<file path="src/compression_unit_segmenter_unit_defines.svh">
// Assertion helpers used by the segmenter controller.
`ifndef COMPRESSION_UNIT_SEGMENTER_UNIT_DEFINES_SVH
`define COMPRESSION_UNIT_SEGMENTER_UNIT_DEFINES_SVH

// Same-cycle implication, checked outside reset.
`define CSU_ASSERT_IMP(label, clk, rst_n, ante, cons, msg) \
    label: assert property (@(posedge clk) disable iff (!rst_n) (ante) |-> (cons)) \
        else $error(msg);

// Next-cycle implication, checked outside reset.
`define CSU_ASSERT_NXT(label, clk, rst_n, ante, cons, msg) \
    label: assert property (@(posedge clk) disable iff (!rst_n) (ante) |=> (cons)) \
        else $error(msg);

`endif

</file>
<file path="src/csu_pkg.sv">
`default_nettype none

package csu_pkg;

    localparam int OFFSET_BITS = 48;
    localparam int FLAG_BITS   = 8;
    localparam int LOG2_BITS   = 5;
    localparam int STATUS_BITS = 2;
    localparam int SEG_SLOTS   = 3;
    localparam int SLOT_BITS   = 2;

    // Unit size clamp
    localparam logic [LOG2_BITS-1:0] LOG2_MIN   = 5'd9;
    localparam logic [LOG2_BITS-1:0] LOG2_MAX   = 5'd24;
    localparam logic [LOG2_BITS-1:0] LOG2_RESET = 5'd16;

    // Register indexes
    localparam logic [0:0] REG_UNIT_SIZE_LOG2 = 1'b0;
    localparam logic [0:0] REG_ALLOCATED_SIZE = 1'b1;

    // Stream status codes
    localparam logic [STATUS_BITS-1:0] STATUS_OK         = 2'd0;
    localparam logic [STATUS_BITS-1:0] STATUS_MISMATCH   = 2'd1;
    localparam logic [STATUS_BITS-1:0] STATUS_UNFINISHED = 2'd2;

    typedef logic [OFFSET_BITS-1:0] offs_t;
    typedef logic [FLAG_BITS-1:0]   flags_t;

    // Controller to datapath commands
    typedef struct packed {
        logic                 load;
        logic                 prep;
        logic                 seg;
        logic                 stat;
        logic                 zero_fill;
        logic [SLOT_BITS-1:0] wr_slot;
        logic [SLOT_BITS-1:0] rd_slot;
        logic                 rd_last;
    } csu_cmd_t;

    // Datapath to controller status
    typedef struct packed {
        logic size_zero;
        logic last;
    } csu_stat_t;

    // One buffered segment result
    typedef struct packed {
        offs_t  seg_offset;
        offs_t  seg_size;
        flags_t seg_flags;
        offs_t  unit_logical_offset;
        offs_t  unit_phys_start;
        offs_t  unit_length;
        flags_t unit_flags;
        logic   unit_compressed;
        logic   unit_done;
    } seg_entry_t;

endpackage

`default_nettype wire

</file>
<file path="src/csu_datapath.sv">
`default_nettype none

module csu_datapath
    import csu_pkg::*;
(
    input  wire logic                    clk,
    input  wire logic                    rst_n,
    input  wire logic                    cfg_we,
    input  wire logic [0:0]              cfg_index,
    input  wire logic [OFFSET_BITS-1:0]  cfg_data,
    input  wire logic [OFFSET_BITS-1:0]  run_offset,
    input  wire logic [OFFSET_BITS-1:0]  run_size,
    input  wire logic [FLAG_BITS-1:0]    run_flags,
    input  wire logic                    is_sparse,
    input  wire logic                    last_run,
    input  wire csu_cmd_t                cmd,
    output csu_stat_t                    stat,
    output logic [OFFSET_BITS-1:0]       seg_offset,
    output logic [OFFSET_BITS-1:0]       seg_size,
    output logic [FLAG_BITS-1:0]         seg_flags,
    output logic [OFFSET_BITS-1:0]       unit_logical_offset,
    output logic [OFFSET_BITS-1:0]       unit_phys_start,
    output logic [OFFSET_BITS-1:0]       unit_length,
    output logic [FLAG_BITS-1:0]         unit_flags,
    output logic                         unit_compressed,
    output logic                         unit_done,
    output logic                         last_of_run,
    output logic [STATUS_BITS-1:0]       status
);

    // Configuration registers
    logic [LOG2_BITS-1:0] unit_size_log2_reg;
    offs_t                allocated_size_reg;

    // Stream state
    logic   unit_open_reg, unit_open_next;
    offs_t  remaining_reg, remaining_next;
    offs_t  usize_reg, usize_next;
    flags_t uflags_reg, uflags_next;
    logic   ucomp_reg, ucomp_next;
    offs_t  ulogical_reg, ulogical_next;
    offs_t  uphys_reg, uphys_next;
    offs_t  next_logical_reg, next_logical_next;
    offs_t  size_sum_reg, size_sum_next;
    logic [STATUS_BITS-1:0] status_reg, status_next;

    // Current run
    offs_t  run_off_reg, run_off_next;
    offs_t  run_size_reg, run_size_next;
    flags_t run_flags_reg;
    logic   run_sparse_reg;
    logic   run_last_reg;

    // Segment buffer
    seg_entry_t seg_buf [SEG_SLOTS];
    seg_entry_t rd_entry;
    seg_entry_t wr_entry;

    logic [LOG2_BITS-1:0] lg;
    offs_t cu;
    offs_t fresh_size;
    offs_t seg_len;
    logic  seg_closes;
    logic  fresh;

    // Clamped unit size and fresh unit length
    always_comb
    begin
        if (unit_size_log2_reg < LOG2_MIN)
            lg = LOG2_MIN;
        else if (unit_size_log2_reg > LOG2_MAX)
            lg = LOG2_MAX;
        else
            lg = unit_size_log2_reg;
        cu         = offs_t'(1) << lg;
        fresh      = !unit_open_reg;
        fresh_size = (run_size_reg <= cu) ? cu : (run_size_reg & ~(cu - offs_t'(1)));
        // remaining is never zero while a unit is open
        seg_closes = !(run_size_reg < remaining_reg);
        seg_len    = seg_closes ? remaining_reg : run_size_reg;
    end

    // Next-state logic for the stream
    always_comb
    begin
        unit_open_next    = unit_open_reg;
        remaining_next    = remaining_reg;
        usize_next        = usize_reg;
        uflags_next       = uflags_reg;
        ucomp_next        = ucomp_reg;
        ulogical_next     = ulogical_reg;
        uphys_next        = uphys_reg;
        next_logical_next = next_logical_reg;
        size_sum_next     = size_sum_reg;
        status_next       = status_reg;
        run_off_next      = run_off_reg;
        run_size_next     = run_size_reg;

        if (cmd.load)
        begin
            run_off_next  = run_offset;
            run_size_next = run_size;
            size_sum_next = size_sum_reg + run_size;
        end

        // Open a unit if needed, then apply run flags and sparse rules
        if (cmd.prep)
        begin
            if (fresh)
            begin
                unit_open_next = 1'b1;
                uphys_next     = run_off_reg;
                ulogical_next  = next_logical_reg;
                usize_next     = fresh_size;
                remaining_next = fresh_size;
                uflags_next    = '0;
                ucomp_next     = 1'b0;
            end
            if (!run_sparse_reg)
                uflags_next = run_flags_reg;
            else if (!fresh && (remaining_reg < cu))
            begin
                ucomp_next = 1'b1;
                // short sparse last run closes the unit
                if (run_last_reg && (run_size_reg < remaining_reg))
                    remaining_next = run_size_reg;
            end
        end

        // Cut one segment
        if (cmd.seg)
        begin
            if (!run_sparse_reg)
                run_off_next = run_off_reg + seg_len;
            run_size_next  = run_size_reg - seg_len;
            remaining_next = remaining_reg - seg_len;
            if (seg_closes)
            begin
                next_logical_next = next_logical_reg + usize_reg;
                unit_open_next    = 1'b0;
            end
        end

        // End of run: status, and stream clear after the last run
        if (cmd.stat)
        begin
            if (!run_last_reg)
                status_next = STATUS_OK;
            else if (size_sum_reg != allocated_size_reg)
                status_next = STATUS_MISMATCH;
            else if (unit_open_reg)
                status_next = STATUS_UNFINISHED;
            else
                status_next = STATUS_OK;

            if (run_last_reg)
            begin
                unit_open_next    = 1'b0;
                remaining_next    = '0;
                usize_next        = '0;
                uflags_next       = '0;
                ucomp_next        = 1'b0;
                ulogical_next     = '0;
                uphys_next        = '0;
                next_logical_next = '0;
                size_sum_next     = '0;
            end
        end
    end

    // Configuration and stream state registers
    always_ff @(posedge clk or negedge rst_n)
    begin
        if (!rst_n)
        begin
            unit_size_log2_reg <= LOG2_RESET;
            allocated_size_reg <= '0;
            unit_open_reg      <= 1'b0;
            remaining_reg      <= '0;
            usize_reg          <= '0;
            uflags_reg         <= '0;
            ucomp_reg          <= 1'b0;
            ulogical_reg       <= '0;
            uphys_reg          <= '0;
            next_logical_reg   <= '0;
            size_sum_reg       <= '0;
            status_reg         <= STATUS_OK;
        end
        else
        begin
            if (cfg_we)
            begin
                if (cfg_index == REG_UNIT_SIZE_LOG2)
                    unit_size_log2_reg <= cfg_data[LOG2_BITS-1:0];
                else
                    allocated_size_reg <= cfg_data;
            end
            unit_open_reg    <= unit_open_next;
            remaining_reg    <= remaining_next;
            usize_reg        <= usize_next;
            uflags_reg       <= uflags_next;
            ucomp_reg        <= ucomp_next;
            ulogical_reg     <= ulogical_next;
            uphys_reg        <= uphys_next;
            next_logical_reg <= next_logical_next;
            size_sum_reg     <= size_sum_next;
            status_reg       <= status_next;
        end
    end

    // Run payload registers
    always_ff @(posedge clk)
    begin
        run_off_reg  <= run_off_next;
        run_size_reg <= run_size_next;
        if (cmd.load)
        begin
            run_flags_reg  <= run_flags;
            run_sparse_reg <= is_sparse;
            run_last_reg   <= last_run;
        end
    end

    // Segment word built from the unit state after prep
    always_comb
    begin
        wr_entry.seg_offset          = run_off_reg;
        wr_entry.seg_size            = seg_len;
        wr_entry.seg_flags           = run_flags_reg;
        wr_entry.unit_logical_offset = ulogical_reg;
        wr_entry.unit_phys_start     = uphys_reg;
        wr_entry.unit_length         = usize_reg;
        wr_entry.unit_flags          = uflags_reg;
        wr_entry.unit_compressed     = ucomp_reg;
        wr_entry.unit_done           = seg_closes;
    end

    // Buffer writes
    always_ff @(posedge clk)
    begin
        if (cmd.seg)
            seg_buf[cmd.wr_slot] <= wr_entry;
        else if (cmd.zero_fill)
            seg_buf[0] <= '0;
    end

    assign rd_entry = seg_buf[cmd.rd_slot];

    assign stat.size_zero = (run_size_reg == '0);
    assign stat.last      = run_last_reg;

    assign seg_offset          = rd_entry.seg_offset;
    assign seg_size            = rd_entry.seg_size;
    assign seg_flags           = rd_entry.seg_flags;
    assign unit_logical_offset = rd_entry.unit_logical_offset;
    assign unit_phys_start     = rd_entry.unit_phys_start;
    assign unit_length         = rd_entry.unit_length;
    assign unit_flags          = rd_entry.unit_flags;
    assign unit_compressed     = rd_entry.unit_compressed;
    assign unit_done           = rd_entry.unit_done;
    assign last_of_run         = cmd.rd_last;
    assign status              = status_reg;

endmodule

`default_nettype wire

</file>
<file path="src/csu_controller.sv">
`default_nettype none
`include "compression_unit_segmenter_unit_defines.svh"

module csu_controller
    import csu_pkg::*;
(
    input  wire logic      clk,
    input  wire logic      rst_n,
    input  wire logic      in_valid,
    output logic           in_stall,
    output logic           out_valid,
    input  wire logic      out_stall,
    input  wire csu_stat_t stat,
    output csu_cmd_t       cmd
);

    localparam logic [2:0] ST_IDLE = 3'd0;
    localparam logic [2:0] ST_PREP = 3'd1;
    localparam logic [2:0] ST_SEG  = 3'd2;
    localparam logic [2:0] ST_STAT = 3'd3;
    localparam logic [2:0] ST_EMIT = 3'd4;

    localparam logic [SLOT_BITS-1:0] SLOT_FULL = SLOT_BITS'(SEG_SLOTS);

    logic [2:0]           state_reg, state_next;
    logic [SLOT_BITS-1:0] n_reg, n_next;
    logic [SLOT_BITS-1:0] k_reg, k_next;
    logic                 accept;
    logic                 k_last;

    assign accept = in_valid && !in_stall;
    assign k_last = (SLOT_BITS'(k_reg + 2'd1) == n_reg);

    // Sequencer: prep and cut up to three segments, then emit them
    always_comb
    begin
        state_next    = state_reg;
        n_next        = n_reg;
        k_next        = k_reg;
        cmd           = '0;
        cmd.wr_slot   = n_reg;
        cmd.rd_slot   = k_reg;
        cmd.rd_last   = k_last;
        case (state_reg)
            ST_IDLE:
            begin
                if (accept)
                begin
                    cmd.load   = 1'b1;
                    n_next     = '0;
                    state_next = ST_PREP;
                end
            end
            ST_PREP:
            begin
                if (stat.size_zero || (n_reg == SLOT_FULL))
                    state_next = ST_STAT;
                else
                begin
                    cmd.prep   = 1'b1;
                    state_next = ST_SEG;
                end
            end
            ST_SEG:
            begin
                cmd.seg    = 1'b1;
                n_next     = n_reg + 2'd1;
                state_next = ST_PREP;
            end
            ST_STAT:
            begin
                cmd.stat = 1'b1;
                k_next   = '0;
                if (n_reg != '0)
                    state_next = ST_EMIT;
                else if (stat.last)
                begin
                    // empty last run still reports its status
                    cmd.zero_fill = 1'b1;
                    n_next        = 2'd1;
                    state_next    = ST_EMIT;
                end
                else
                    state_next = ST_IDLE;
            end
            ST_EMIT:
            begin
                if (!out_stall)
                begin
                    if (k_last)
                        state_next = ST_IDLE;
                    else
                        k_next = k_reg + 2'd1;
                end
            end
            default:
            begin
                state_next = ST_IDLE;
            end
        endcase
    end

    always_ff @(posedge clk or negedge rst_n)
    begin
        if (!rst_n)
        begin
            state_reg <= ST_IDLE;
            n_reg     <= '0;
            k_reg     <= '0;
        end
        else
        begin
            state_reg <= state_next;
            n_reg     <= n_next;
            k_reg     <= k_next;
        end
    end

    assign in_stall  = (state_reg != ST_IDLE);
    assign out_valid = (state_reg == ST_EMIT);

    // Checks
    `CSU_ASSERT_IMP(a_emit_in_range, clk, rst_n, out_valid, (n_reg != '0) && (k_reg < n_reg), "emit index outside filled slots")
    `CSU_ASSERT_NXT(a_seg_counts, clk, rst_n, state_reg == ST_SEG, n_reg == SLOT_BITS'($past(n_reg) + 2'd1), "segment count did not advance")
    `CSU_ASSERT_NXT(a_accept_starts, clk, rst_n, accept, (state_reg == ST_PREP) && (n_reg == '0), "accepted run did not start cutting")
    `CSU_ASSERT_NXT(a_final_word_idle, clk, rst_n, out_valid && !out_stall && k_last, state_reg == ST_IDLE, "no return to idle after final word")

endmodule

`default_nettype wire

</file>
<file path="src/compression_unit_segmenter_unit.sv">
// Compression unit segmenter. Each accepted run (offset, size, flags, sparse and
// last marks) is cut into at most three segments that fill compression units, and
// one word per segment goes out, carrying the segment and the unit it belongs to.
// A run is worked by a sequencer that, per segment, preps the unit and then cuts
// the segment into a three-entry result buffer; then it writes the status and sends
// the words out. A zero-size run that is not last gives no word. The input stalls
// from acceptance until the last word of the run is taken. On the last run every
// word carries the stream status (size mismatch before unfinished unit) and the
// stream state clears; a zero-size last run gives a single status-only word. The
// user must write configuration through cfg_we/cfg_index/cfg_data only while the
// block is idle; the block itself does not enforce this.
`default_nettype none

module compression_unit_segmenter_unit
    import csu_pkg::*;
(
    input  wire logic                    clk,
    input  wire logic                    rst_n,
    input  wire logic                    cfg_we,
    input  wire logic [0:0]              cfg_index,
    input  wire logic [OFFSET_BITS-1:0]  cfg_data,
    input  wire logic                    in_valid,
    output logic                         in_stall,
    input  wire logic [OFFSET_BITS-1:0]  run_offset,
    input  wire logic [OFFSET_BITS-1:0]  run_size,
    input  wire logic [FLAG_BITS-1:0]    run_flags,
    input  wire logic                    is_sparse,
    input  wire logic                    last_run,
    output logic                         out_valid,
    input  wire logic                    out_stall,
    output logic [OFFSET_BITS-1:0]       seg_offset,
    output logic [OFFSET_BITS-1:0]       seg_size,
    output logic [FLAG_BITS-1:0]         seg_flags,
    output logic [OFFSET_BITS-1:0]       unit_logical_offset,
    output logic [OFFSET_BITS-1:0]       unit_phys_start,
    output logic [OFFSET_BITS-1:0]       unit_length,
    output logic [FLAG_BITS-1:0]         unit_flags,
    output logic                         unit_compressed,
    output logic                         unit_done,
    output logic                         last_of_run,
    output logic [STATUS_BITS-1:0]       status
);

    csu_cmd_t  cmd;
    csu_stat_t stat;

    csu_controller u_ctrl (
        .clk       (clk),
        .rst_n     (rst_n),
        .in_valid  (in_valid),
        .in_stall  (in_stall),
        .out_valid (out_valid),
        .out_stall (out_stall),
        .stat      (stat),
        .cmd       (cmd)
    );

    csu_datapath u_dp (
        .clk                 (clk),
        .rst_n               (rst_n),
        .cfg_we              (cfg_we),
        .cfg_index           (cfg_index),
        .cfg_data            (cfg_data),
        .run_offset          (run_offset),
        .run_size            (run_size),
        .run_flags           (run_flags),
        .is_sparse           (is_sparse),
        .last_run            (last_run),
        .cmd                 (cmd),
        .stat                (stat),
        .seg_offset          (seg_offset),
        .seg_size            (seg_size),
        .seg_flags           (seg_flags),
        .unit_logical_offset (unit_logical_offset),
        .unit_phys_start     (unit_phys_start),
        .unit_length         (unit_length),
        .unit_flags          (unit_flags),
        .unit_compressed     (unit_compressed),
        .unit_done           (unit_done),
        .last_of_run         (last_of_run),
        .status              (status)
    );

endmodule

`default_nettype wire

</file>
<file path="config.mk">
export PLATFORM = sky130hd
export DESIGN_NAME = compression_unit_segmenter_unit
export DESIGN_NICKNAME = d
export VERILOG_FILES = /design/src/csu_pkg.sv /design/src/csu_datapath.sv /design/src/csu_controller.sv /design/src/compression_unit_segmenter_unit.sv
export VERILOG_INCLUDE_DIRS = /design/src /design/src/src
export SDC_FILE = /design/constraint.sdc
export NUM_CORES = 2
export LEC_CHECK = 0
export BUFFER_PORTS_ARGS = -buffer_cell sky130_fd_sc_hd__buf_2
export CORE_AREA = 2 2 259 517
export DETAILED_ROUTE_END_ITERATION = 10
export DIE_AREA = 0 0 261 519
export PLACE_DENSITY = 0.67
export SYNTH_ARGS = -nofsm -noshare
export SYNTH_HDL_FRONTEND = slang
export SYNTH_SLANG_ARGS = --single-unit
export TNS_END_PERCENT = 1
</file>
<file path="constraint.sdc">
create_clock -name clk -period 21.1 [get_ports clk]
set_clock_uncertainty 0.05 [all_clocks]
set_input_delay 3.165 -clock clk [delete_from_list [all_inputs] [get_ports clk]]
set_output_delay 3.165 -clock clk [all_outputs]
set_load 0.01 [all_outputs]
</file>
==> key figures <==
Die
  – Initial Util: 0.496
  – I/O pin cnt: 423
  – Row count: 189
  – Full die area: 0.135 mm²
  – CORE AREA: 0.132 mm²
  – Chip Height: 519 µm
  – Die width: 261 µm

Detailed routing
  – Average vias per placed instance: 5.95
  – WL/cell: 25.5 µm
  – Routed Antenna Nets: 0
  – Remaining DRCs: 0
  – Vias post-DR: 49300
  – Drt first pass iters: 5
  – DRT iter0 DRCs: 4177
  – Final WL: 212 mm

Synthesis
  – Synth Warn #: 0
  – Ys async rst share: 0.290
  – Mapped Avg Cell Area: 10.7 µm²
  – Mapped cell area: 0.0654 mm²
  – Post-synth cell types: 92
  – EDFF count, synth: 832
  – Main flop type after synthesis: edfxtp_1
  – Register area share after synthesis: 0.534
  – #FFs+latches synth: 1240
  – Post-synthesis cell count: 6143

Layout
  – Ratio of cells with drive above 1 in the final layout: 0.120
  – Final core utilization: 0.553
  – Max reg flops: 774
  – Final Net Count: 6981
  – Largest reg by FF count: u_dp.seg_buf
  – Filler cells: 11400
  – Most common cell after layout, fill and taps aside: nand2_1
  – Final cell count without fillers: 8284
  – Post-route cell area: 0.0730 mm²
  – Syn-to-layout area delta: 11.5%
  – Most frequent cells in the layout: 897 x nand2_1, 832 x edfxtp_1, 519 x o21ai_0

STA
  – RSZ-0062 raised after global routing: false
  – Relative slew slack: 0.158
  – Final hold vios: 0
  – Fmax: 0.133 GHz
  – # setup viols final: 0
  – Final worst path period need: 7.51 ns
  – Final Slew Violations: 0
  – Worst slew pin tran: 1.23 ns
  – Tcrit/Tclk final: 0.356
  – Setup TNS: 0 ns

Clock tree
  – Post-CTS Resized: 0
  – CTS tree: done
  – Max clock buf depth: 3
  – Postcts setup bufs: 0
  – CTS Sinks: 1240
  – Num CTS Buffers: 107
  – Hold buffer count at cts: 0
  – Clock slew at reported path FFs: 0.07 ns
  – Root buf cell: clkbuf_16
  – Clock insertion delay at the later pin of the skew report: 0.74 ns
  – H-tree levels: 3

Worst hold path
  – Min-delay src: u_dp.status[1]
  – Hold Crit Class: reg2reg

GRT
  – Vias in the first global route: 48000
  – Largest net degree at the start of global routing: 229
  – Initial antenna violation count: 23
  – Aggregate global routing overflow: 0
  – First-pass GRT wire length: 311 mm
  – Gr usage total: 0.308

Placement
  – PortBufs: 422
  – Dpl cell area: 0.0693 mm²
  – Global placement routability congestion: 1.02
  – Inst Count DP: 8075
  – HPWL Detailed: 152 mm

Setup path
  – Crit end category: output pin
  – Crit path kind: reg2out
  – Crit-path max FO: 54
  – Critical Path Sink: unit_length[17]
  – Worst setup startpoint: u_ctrl.k_reg[0]
  – Flop2flop setup slack: 13.89 ns
  – CP Launch Type: flop
  – FF-to-FF End: u_dp.run_off_reg[47]
  – WP data arrival: 4.30 ns
  – R2r startpoint: u_dp.run_size_reg[45]
  – Worst endpoint required time: 17.89 ns
  – Reg2reg path depth: 21

Run status
  – Status: complete, no violations

Flow run
  – Maximum capacitance violations: 0
==> area by class of cell <==
cell class / count / area (µm²) / share of cell area
antenna: 7 / 17.5 / 0.000240
clock buffer: 137 / 2940 / 0.0403
clock inverter: 65 / 696 / 0.00953
inverter: 181 / 682 / 0.00934
multi-input combinational: 4451 / 28900 / 0.396
sequential: 1240 / 35000 / 0.479
tap: 1719 / 2150 / 0.0295
timing repair buffer: 484 / 2640 / 0.0361
==> per-layer routing <==
metal	global-route usage	vias to the layer above	routed length, µm
met3	0.0469	387	13000
met5	0	-	171
met1	0.402	24200	86800
met2	0.498	1779	99500
met4	0.154	26	12200
li1	-	22900	-
==> metrics by stage <==
| stage | hold WS (ns) | setup slack, ns |
|---|---|---|
| 6_report | 0.444 | 13.59 |
| 5_1_grt | 0.457 | 13.29 |
| 2_1_floorplan | 0.377 | 12.99 |
| 3_5_place_dp | 0.430 | 13.95 |
| 3_3_place_gp | 0.422 | 14.09 |
| 4_1_cts | 0.445 | 13.41 |
==> synthesized netlist by cell type (38+ instances only) <==
cell type / number / share of area
clkbuf_1: 253 / 0.015
a21o_1: 172 / 0.020
nor2_1: 276 / 0.016
o21bai_1: 48 / 0.0055
nor2b_1: 239 / 0.023
a21oi_1: 480 / 0.037
a211oi_1: 53 / 0.0061
dfrtp_1: 359 / 0.14
nor3_1: 56 / 0.0043
edfxtp_1: 832 / 0.38
nand2_1: 904 / 0.052
xor2_1: 136 / 0.018
a31oi_1: 60 / 0.0057
o21ai_0: 519 / 0.040
dfxtp_1: 48 / 0.015
nand3_1: 106 / 0.0081
o21a_1: 40 / 0.0046
mux2_2: 62 / 0.011
nor4_1: 42 / 0.0040
mux2i_1: 326 / 0.050
xnor2_1: 117 / 0.016
nand4_1: 66 / 0.0063
inv_1: 178 / 0.010
nand2b_1: 38 / 0.0036
ha_1: 351 / 0.067
==> how the worst min path moves through the flow <==
stage / to / slack (ns) / cells after the start
floorplan: u_dp.uphys_reg[47] / 0.38 / 2
CTS: u_dp.status[1] / 0.45 / 1
global placement: u_dp.next_logical_reg[47] / 0.42 / 1
finish: u_dp.status[1] / 0.44 / 1
global route: u_dp.status[1] / 0.46 / 1
detailed placement: u_dp.status[1] / 0.43 / 1
==> critical path, stage by stage, from the launching register on <==
cell and delay, ns:
dfrtp_4 1.08, buf_4 0.79, buf_4 0.83, mux2i_1 0.16
o21ai_0 0.32, buf_2 0.20
==> cells by family after synthesis <==
family | synth area share
flip-flops | 0.534
buffers and inverters | 0.0281
multiplexers | 0.0605
XOR/XNOR | 0.0339
other | 0.000115
AO/OA/AOI/OAI | 0.145
adder cells (fa/ha/maj) | 0.0686
AND/OR/NAND/NOR | 0.130
Power is not shown: default switching activity piles up to over one toggle a cycle in this logic, so the estimate is an artifact.
